`src/sv/fcpwm_pkg.sv`:
```
package fcpwm_pkg;

  localparam int unsigned CHANNELS_DEF = 4;
  localparam int unsigned CHANNELS_MAX = 4;

  localparam int unsigned CNT_W   = 16;
  localparam int unsigned DUTY_W  = 7;
  localparam int unsigned CH_W    = 2;
  localparam int unsigned PROD_W  = CNT_W + DUTY_W;

  localparam logic [DUTY_W-1:0] DUTY_FULL = 7'd100;

  // floor(p / 100) == (p * DIV_MUL) >> DIV_SHIFT for every p below 2**PROD_W
  localparam int unsigned     DIV_SHIFT = 30;
  localparam int unsigned     DIV_MUL_W = 24;
  localparam logic [23:0]     DIV_MUL   = 24'd10737419;

  localparam logic [CNT_W-1:0] RELOAD_RST = 16'hFFFF;

  localparam int unsigned APB_AW = 4;
  localparam int unsigned APB_DW = 32;

  typedef enum logic [1:0] {
    REG_PRESCALE = 2'd0,
    REG_RELOAD   = 2'd1,
    REG_CH_EN    = 2'd2,
    REG_CTRL     = 2'd3
  } reg_idx_e;

  typedef enum logic {
    REQ_TICK = 1'b0,
    REQ_DUTY = 1'b1
  } req_e;

  typedef struct packed {
    logic [0:0]        req_type;
    logic [CH_W-1:0]   channel;
    logic [DUTY_W-1:0] duty_percent;
  } in_item_t;

  typedef struct packed {
    logic [CHANNELS_MAX-1:0] pwm_out;
    logic [0:0]              update_event;
    logic [CNT_W-1:0]        count_value;
  } out_item_t;

  typedef struct packed {
    logic [CNT_W-1:0]        prescale_div;
    logic [CNT_W-1:0]        auto_reload;
    logic [CHANNELS_MAX-1:0] channel_enable;
    logic                    counter_on;
  } cfg_t;

endpackage

```
`src/sv/fcpwm_regs.sv`:
```
module fcpwm_regs
  import fcpwm_pkg::*;
(
  input  logic              clk_i,
  input  logic              rst_ni,
  input  logic              psel,
  input  logic              penable,
  input  logic              pwrite,
  input  logic [APB_AW-1:0] paddr,
  input  logic [APB_DW-1:0] pwdata,
  output logic [APB_DW-1:0] prdata,
  output logic              pready,
  output cfg_t              cfg_o
);

  cfg_t     cfg_q;
  reg_idx_e idx;
  logic     wr_en;

  assign idx    = reg_idx_e'(paddr[3:2]);
  assign wr_en  = psel && penable && pwrite;
  assign pready = 1'b1;
  assign cfg_o  = cfg_q;

  always_ff @(posedge clk_i or negedge rst_ni) begin
    if (!rst_ni) begin
      cfg_q.prescale_div   <= '0;
      cfg_q.auto_reload    <= RELOAD_RST;
      cfg_q.channel_enable <= '0;
      cfg_q.counter_on     <= 1'b0;
    end else if (wr_en) begin
      unique case (idx)
        REG_PRESCALE: cfg_q.prescale_div   <= pwdata[CNT_W-1:0];
        REG_RELOAD:   cfg_q.auto_reload    <= pwdata[CNT_W-1:0];
        REG_CH_EN:    cfg_q.channel_enable <= pwdata[CHANNELS_MAX-1:0];
        REG_CTRL:     cfg_q.counter_on     <= pwdata[0];
      endcase
    end
  end

  always_comb begin
    unique case (idx)
      REG_PRESCALE: prdata = APB_DW'(cfg_q.prescale_div);
      REG_RELOAD:   prdata = APB_DW'(cfg_q.auto_reload);
      REG_CH_EN:    prdata = APB_DW'(cfg_q.channel_enable);
      REG_CTRL:     prdata = APB_DW'(cfg_q.counter_on);
    endcase
  end

endmodule

```
`src/sv/fcpwm_duty.sv`:
```
module fcpwm_duty
  import fcpwm_pkg::*;
(
  input  logic              clk_i,
  input  logic              load_i,
  input  logic [DUTY_W-1:0] duty_i,
  input  logic [CNT_W-1:0]  reload_i,
  output logic [CNT_W-1:0]  compare_o
);

  logic [DUTY_W-1:0]           duty_c;
  logic [PROD_W-1:0]           prod_d;
  logic [PROD_W-1:0]           prod_q;
  logic [PROD_W+DIV_MUL_W-1:0] recip;

  // clamp to full scale, then duty * reload into the input stage
  assign duty_c = (duty_i > DUTY_FULL) ? DUTY_FULL : duty_i;
  assign prod_d = PROD_W'(duty_c) * PROD_W'(reload_i);

  always_ff @(posedge clk_i) begin
    if (load_i) begin
      prod_q <= prod_d;
    end
  end

  // divide by 100 through the reciprocal
  assign recip     = (PROD_W+DIV_MUL_W)'(prod_q) * (PROD_W+DIV_MUL_W)'(DIV_MUL);
  assign compare_o = CNT_W'(recip >> DIV_SHIFT);

endmodule

```
`src/sv/fcpwm_core.sv`:
```
module fcpwm_core
  import fcpwm_pkg::*;
#(
  parameter int unsigned CHANNELS = CHANNELS_DEF
) (
  input  logic             clk_i,
  input  logic             rst_ni,
  input  logic             fire_i,
  input  in_item_t         item_i,
  input  logic [CNT_W-1:0] compare_i,
  input  cfg_t             cfg_i,
  output out_item_t        res_o
);

  logic [CNT_W-1:0] pre_q, pre_d;
  logic [CNT_W-1:0] cnt_q, cnt_d;
  logic [CNT_W-1:0] preload_q [CHANNELS];
  logic [CNT_W-1:0] active_q  [CHANNELS];
  logic [CNT_W-1:0] active_d  [CHANNELS];
  logic             run, step, wrap, duty_we;

  assign run     = (req_e'(item_i.req_type) == REQ_TICK) && cfg_i.counter_on;
  assign step    = run && (pre_q >= cfg_i.prescale_div);
  assign wrap    = step && (cnt_q >= cfg_i.auto_reload);
  assign duty_we = (req_e'(item_i.req_type) == REQ_DUTY);

  always_comb begin
    pre_d = pre_q;
    if (run) begin
      pre_d = step ? '0 : CNT_W'(pre_q + 1'b1);
    end
    cnt_d = cnt_q;
    if (step) begin
      cnt_d = wrap ? '0 : CNT_W'(cnt_q + 1'b1);
    end
    for (int c = 0; c < CHANNELS; c++) begin
      active_d[c] = wrap ? preload_q[c] : active_q[c];
    end
  end

  always_ff @(posedge clk_i or negedge rst_ni) begin
    if (!rst_ni) begin
      pre_q <= '0;
      cnt_q <= '0;
      for (int c = 0; c < CHANNELS; c++) begin
        preload_q[c] <= '0;
        active_q[c]  <= '0;
      end
    end else if (fire_i) begin
      pre_q <= pre_d;
      cnt_q <= cnt_d;
      for (int c = 0; c < CHANNELS; c++) begin
        active_q[c] <= active_d[c];
        // channels beyond the instance never match, so such items drop
        if (duty_we && (item_i.channel == CH_W'(c))) begin
          preload_q[c] <= compare_i;
        end
      end
    end
  end

  always_comb begin
    res_o.pwm_out = '0;
    for (int c = 0; c < CHANNELS; c++) begin
      res_o.pwm_out[c] = cfg_i.channel_enable[c] && (cnt_d < active_d[c]);
    end
    res_o.update_event = wrap;
    res_o.count_value  = cnt_d;
  end

endmodule

```
`src/sv/four_channel_pwm_timer.sv`:
```
// Edge-aligned PWM timer with up to four channels. Each item is a timer tick or a duty
// update for one channel; every item returns one result carrying the channel outputs,
// the update flag and the counter value after the item. The block takes one item per
// clock while the result side does not stall; each item passes an input stage that
// also forms duty * reload, then the execute step (prescaler, counter, compare update and
// the divide by 100) into the result register. Registers sit on the APB port at byte
// addresses 0x0 prescaler, 0x4 reload, 0x8 channel enable, 0xC counter on; write them only
// while no item is in flight.
module four_channel_pwm_timer
  import fcpwm_pkg::*;
#(
  parameter int unsigned CHANNELS = CHANNELS_DEF
) (
  input  logic              clk_i,
  input  logic              rst_ni,
  input  logic              in_valid_i,
  output logic              in_ready_o,
  input  in_item_t          in_item_i,
  output logic              out_valid_o,
  input  logic              out_ready_i,
  output out_item_t         out_item_o,
  input  logic              psel,
  input  logic              penable,
  input  logic              pwrite,
  input  logic [APB_AW-1:0] paddr,
  input  logic [APB_DW-1:0] pwdata,
  output logic [APB_DW-1:0] prdata,
  output logic              pready
);

  cfg_t             cfg;
  logic             s1_valid_q;
  in_item_t         s1_item_q;
  logic             out_valid_q;
  out_item_t        out_item_q;
  out_item_t        res;
  logic [CNT_W-1:0] compare;
  logic             res_free, s1_adv, accept;

  assign res_free   = !out_valid_q || out_ready_i;
  assign s1_adv     = s1_valid_q && res_free;
  assign in_ready_o = !s1_valid_q || res_free;
  assign accept     = in_valid_i && in_ready_o;

  assign out_valid_o = out_valid_q;
  assign out_item_o  = out_item_q;

  fcpwm_regs u_regs (
    .clk_i   (clk_i),
    .rst_ni  (rst_ni),
    .psel    (psel),
    .penable (penable),
    .pwrite  (pwrite),
    .paddr   (paddr),
    .pwdata  (pwdata),
    .prdata  (prdata),
    .pready  (pready),
    .cfg_o   (cfg)
  );

  fcpwm_duty u_duty (
    .clk_i     (clk_i),
    .load_i    (accept),
    .duty_i    (in_item_i.duty_percent),
    .reload_i  (cfg.auto_reload),
    .compare_o (compare)
  );

  fcpwm_core #(
    .CHANNELS (CHANNELS)
  ) u_core (
    .clk_i     (clk_i),
    .rst_ni    (rst_ni),
    .fire_i    (s1_adv),
    .item_i    (s1_item_q),
    .compare_i (compare),
    .cfg_i     (cfg),
    .res_o     (res)
  );

  always_ff @(posedge clk_i or negedge rst_ni) begin
    if (!rst_ni) begin
      s1_valid_q  <= 1'b0;
      out_valid_q <= 1'b0;
    end else begin
      if (accept) begin
        s1_valid_q <= 1'b1;
      end else if (s1_adv) begin
        s1_valid_q <= 1'b0;
      end
      if (s1_adv) begin
        out_valid_q <= 1'b1;
      end else if (out_ready_i) begin
        out_valid_q <= 1'b0;
      end
    end
  end

  always_ff @(posedge clk_i) begin
    if (accept) begin
      s1_item_q <= in_item_i;
    end
    if (s1_adv) begin
      out_item_q <= res;
    end
  end

endmodule

```
`config.mk`:
```
export PLATFORM = sky130hd
export DESIGN_NAME = four_channel_pwm_timer
export DESIGN_NICKNAME = d
export VERILOG_FILES = /design/src/sv/fcpwm_pkg.sv /design/src/sv/fcpwm_regs.sv /design/src/sv/fcpwm_duty.sv /design/src/sv/fcpwm_core.sv /design/src/sv/four_channel_pwm_timer.sv
export SDC_FILE = /design/constraint.sdc
export NUM_CORES = 1
export LEC_CHECK = 0
export ABC_AREA = 1
export BUFFER_PORTS_ARGS = -buffer_cell sky130_fd_sc_hd__buf_2
export CAP_MARGIN = 10
export CORE_MARGIN = 1.5
export CORE_UTILIZATION = 50
export CTS_CLUSTER_DIAMETER = 80
export CTS_CLUSTER_SIZE = 10
export DETAILED_ROUTE_END_ITERATION = 16
export PLACE_DENSITY = 0.71
export SKIP_LAST_GASP = 1
export SLEW_MARGIN = 30
export SYNTH_ARGS = -nofsm -noshare
export SYNTH_HDL_FRONTEND = slang
export SYNTH_HIERARCHICAL = 1
export SYNTH_SLANG_ARGS = --single-unit
```
`constraint.sdc`:
```
create_clock -name clk_i -period 7.1 [get_ports clk_i]
set_input_delay 1.42 -clock clk_i [delete_from_list [all_inputs] [get_ports clk_i]]
set_output_delay 1.42 -clock clk_i [all_outputs]
set_load 0.005 [all_outputs]
```
==> qor.txt <==
Initial Utilization = 0.507
Worst slew pin tran = 0.923 ns
Status = completed
Final #Nets = 4150
Avg Inst Size Synth = 8.04 um^2
Worst Hold Class = reg -> reg
Max-cap check violation count = 0
CTS resizes = 0
Die Span Y = 237 um
Initial antenna violation count = 0
Inserted Diodes = 0
Signal arrival time at the worst endpoint = 6.93 ns
Worst Path Required = 7.59 ns
Overall routing resource usage = 0.243
Inst Count DP = 4122
Fin Clk Skew = 0.0260 ns
CP Capture Type = flop
Worst Min Path Start = u_core/active_q[39]
Global-route wire length before repair = 109000 um
Met3 wire length = 4040 um
Synth Cell Area = 27300 um^2
Wire per inst = 15.7 um
CTS tree = yes
Clock sinks = 246
Placeable core area = 53900 um^2
Final hold vios = 0
Max Slew Vio Count = 0
Setup-failing EPs final = 0
Port Buffers = 73
Setup CP Type = reg -> reg
Ports = 109
Setup TNS = 0 ns
Overflow after GRT = 0
CTS root buf = clkbuf_16
Vias in the first global route = 21098
Area Overhead vs Synth = 7.02%
Upper clock frequency limit = 155 MHz
Rel. slew slack = 0.385
Post-route insts no fill = 4172
Std-Cell Rows = 85
Antenna-violating nets left = 0
Tcrit/Tclk final = 0.907
Pin count of the biggest net entering global routing = 118
Via density = 5.06
DRT Pass-1 Iters = 5
Postcts setup bufs = 0
Ys Warns = 6
Fill count = 5020
# DRC = 0
Uppermost layer routed = met4
H-Tree Depth = 1
CTS Buffer Depth = 3
Fin crit period = 6.44 ns
CTS Buf Count = 30
WL final = 65300 um
Placer Congestion = 0.943
Crit path max fanout = 7
Clk slew on worst S/H paths = 0.06 ns
CP startpoint = u_duty/prod_q[6]
Full die area = 56100 um^2
M1 WL = 29100 um
DIE WIDTH = 237 um
Met2 WL = 30200 um
RR Startpoint = u_duty/prod_q[6]
Worst skew pair latency = 0.58 ns
Cells after Synth = 3398
Fraction of layout cells with a size suffix above 1 = 0.0581
Unrepaired setup endpoints after global routing = no
Iteration-0 DRC count of the detailed router = 1174
Detailed placement HPWL = 52900 um
Vias = 21113
CP startpoint kind = flop
CTS Hold Bufs = 0
## cell type report
cell class              count  area, um^2  share of cell area
well taps                 696         871              0.0298
flip-flops and latches    246        6410               0.219
inverters                 776        2920              0.0997
clock inverters             4        56.3             0.00192
multi-input cells        2321       17700               0.605
clock buffers              45         817              0.0279
repair buffers             84         478              0.0163
## critical path, cell delays in order (launching register included)
cell and delay [ns]:
edfxtp_1 0.60, inv_1 0.16, fa_1 0.53, inv_1 0.09
fa_1 0.51, inv_1 0.05, fa_1 0.49, fa_1 0.52
inv_1 0.06, fa_1 0.50, fa_1 0.50, inv_1 0.05
fa_1 0.53, inv_1 0.06, ha_1 0.31, nand2_1 0.09
nor2_1 0.18, inv_1 0.12, nor3_1 0.18, o21ai_0 0.17
nand2_1 0.09, nand2_1 0.05, nand2_1 0.21, inv_1 0.14
o21ai_0 0.17
## state kept, by name, indices dropped and copies added, names as in the netlist, 3 cells and up
register and cells:
u_duty/prod_q 23, u_core/active_q 64, out_item_o 21, u_core/cnt_q 16, u_core/pre_q 16, u_regs/cfg_o 37, u_core/preload_q 64, s1_item_q 3
## layer usage
layer	vias to the layer above	track usage
met4	0	0.0703
met3	110	0.0385
met5	-	0
li1	10535	-
met2	550	0.404
met1	9918	0.327
## worst paths after layout
check	endpoint	slack, ns	depth (start not counted)
worst min-delay path	u_core/active_q[39]	0.48	2
worst max register to register	u_core/preload_q[16]	0.66	24
worst max-delay path	u_core/preload_q[16]	0.66	24
max in group asynchronous	s1_valid_q	4.94	3
worst min register to register	u_core/active_q[39]	0.48	2
min in group asynchronous	u_core/preload_q[7]	0.76	1
## layout by cell type, fill, tap and decap left out, types with 8 or more instances in the layout
| cell type | instances |
|---|---|
| nand2_2 | 13 |
| clkbuf_1 | 14 |
| nor2_1 | 163 |
| nor3_1 | 13 |
| a211oi_1 | 10 |
| edfxtp_1 | 47 |
| nand3_1 | 82 |
| conb_1 | 17 |
| dfstp_2 | 16 |
| xor2_1 | 15 |
| dfrtp_1 | 183 |
| a21oi_1 | 89 |
| nand2_1 | 927 |
| buf_2 | 72 |
| mux2i_1 | 60 |
| nor2_2 | 21 |
| clkbuf_16 | 30 |
| o21bai_1 | 12 |
| nand4_1 | 29 |
| o21ai_0 | 163 |
| fa_1 | 263 |
| o21ai_1 | 12 |
| inv_2 | 8 |
| buf_4 | 10 |
| ha_1 | 375 |
| inv_1 | 767 |
## stage by stage
stage / setup slack (ns) / util / hold slack [ns] / cell area [um^2]
floorplan: 1.44 / - / 0.452 / 27400
global placement: 0.660 / 0.526 / 0.466 / 28300
detailed placement: 0.630 / 0.526 / 0.473 / 28300
CTS: 0.639 / 0.542 / 0.487 / 29200
global route: 0.239 / 0.542 / 0.500 / 29300
finish: 0.661 / 0.542 / 0.482 / 29300
Power is not shown: default switching activity piles up to over one toggle a cycle in this logic, so the estimate is an artifact.
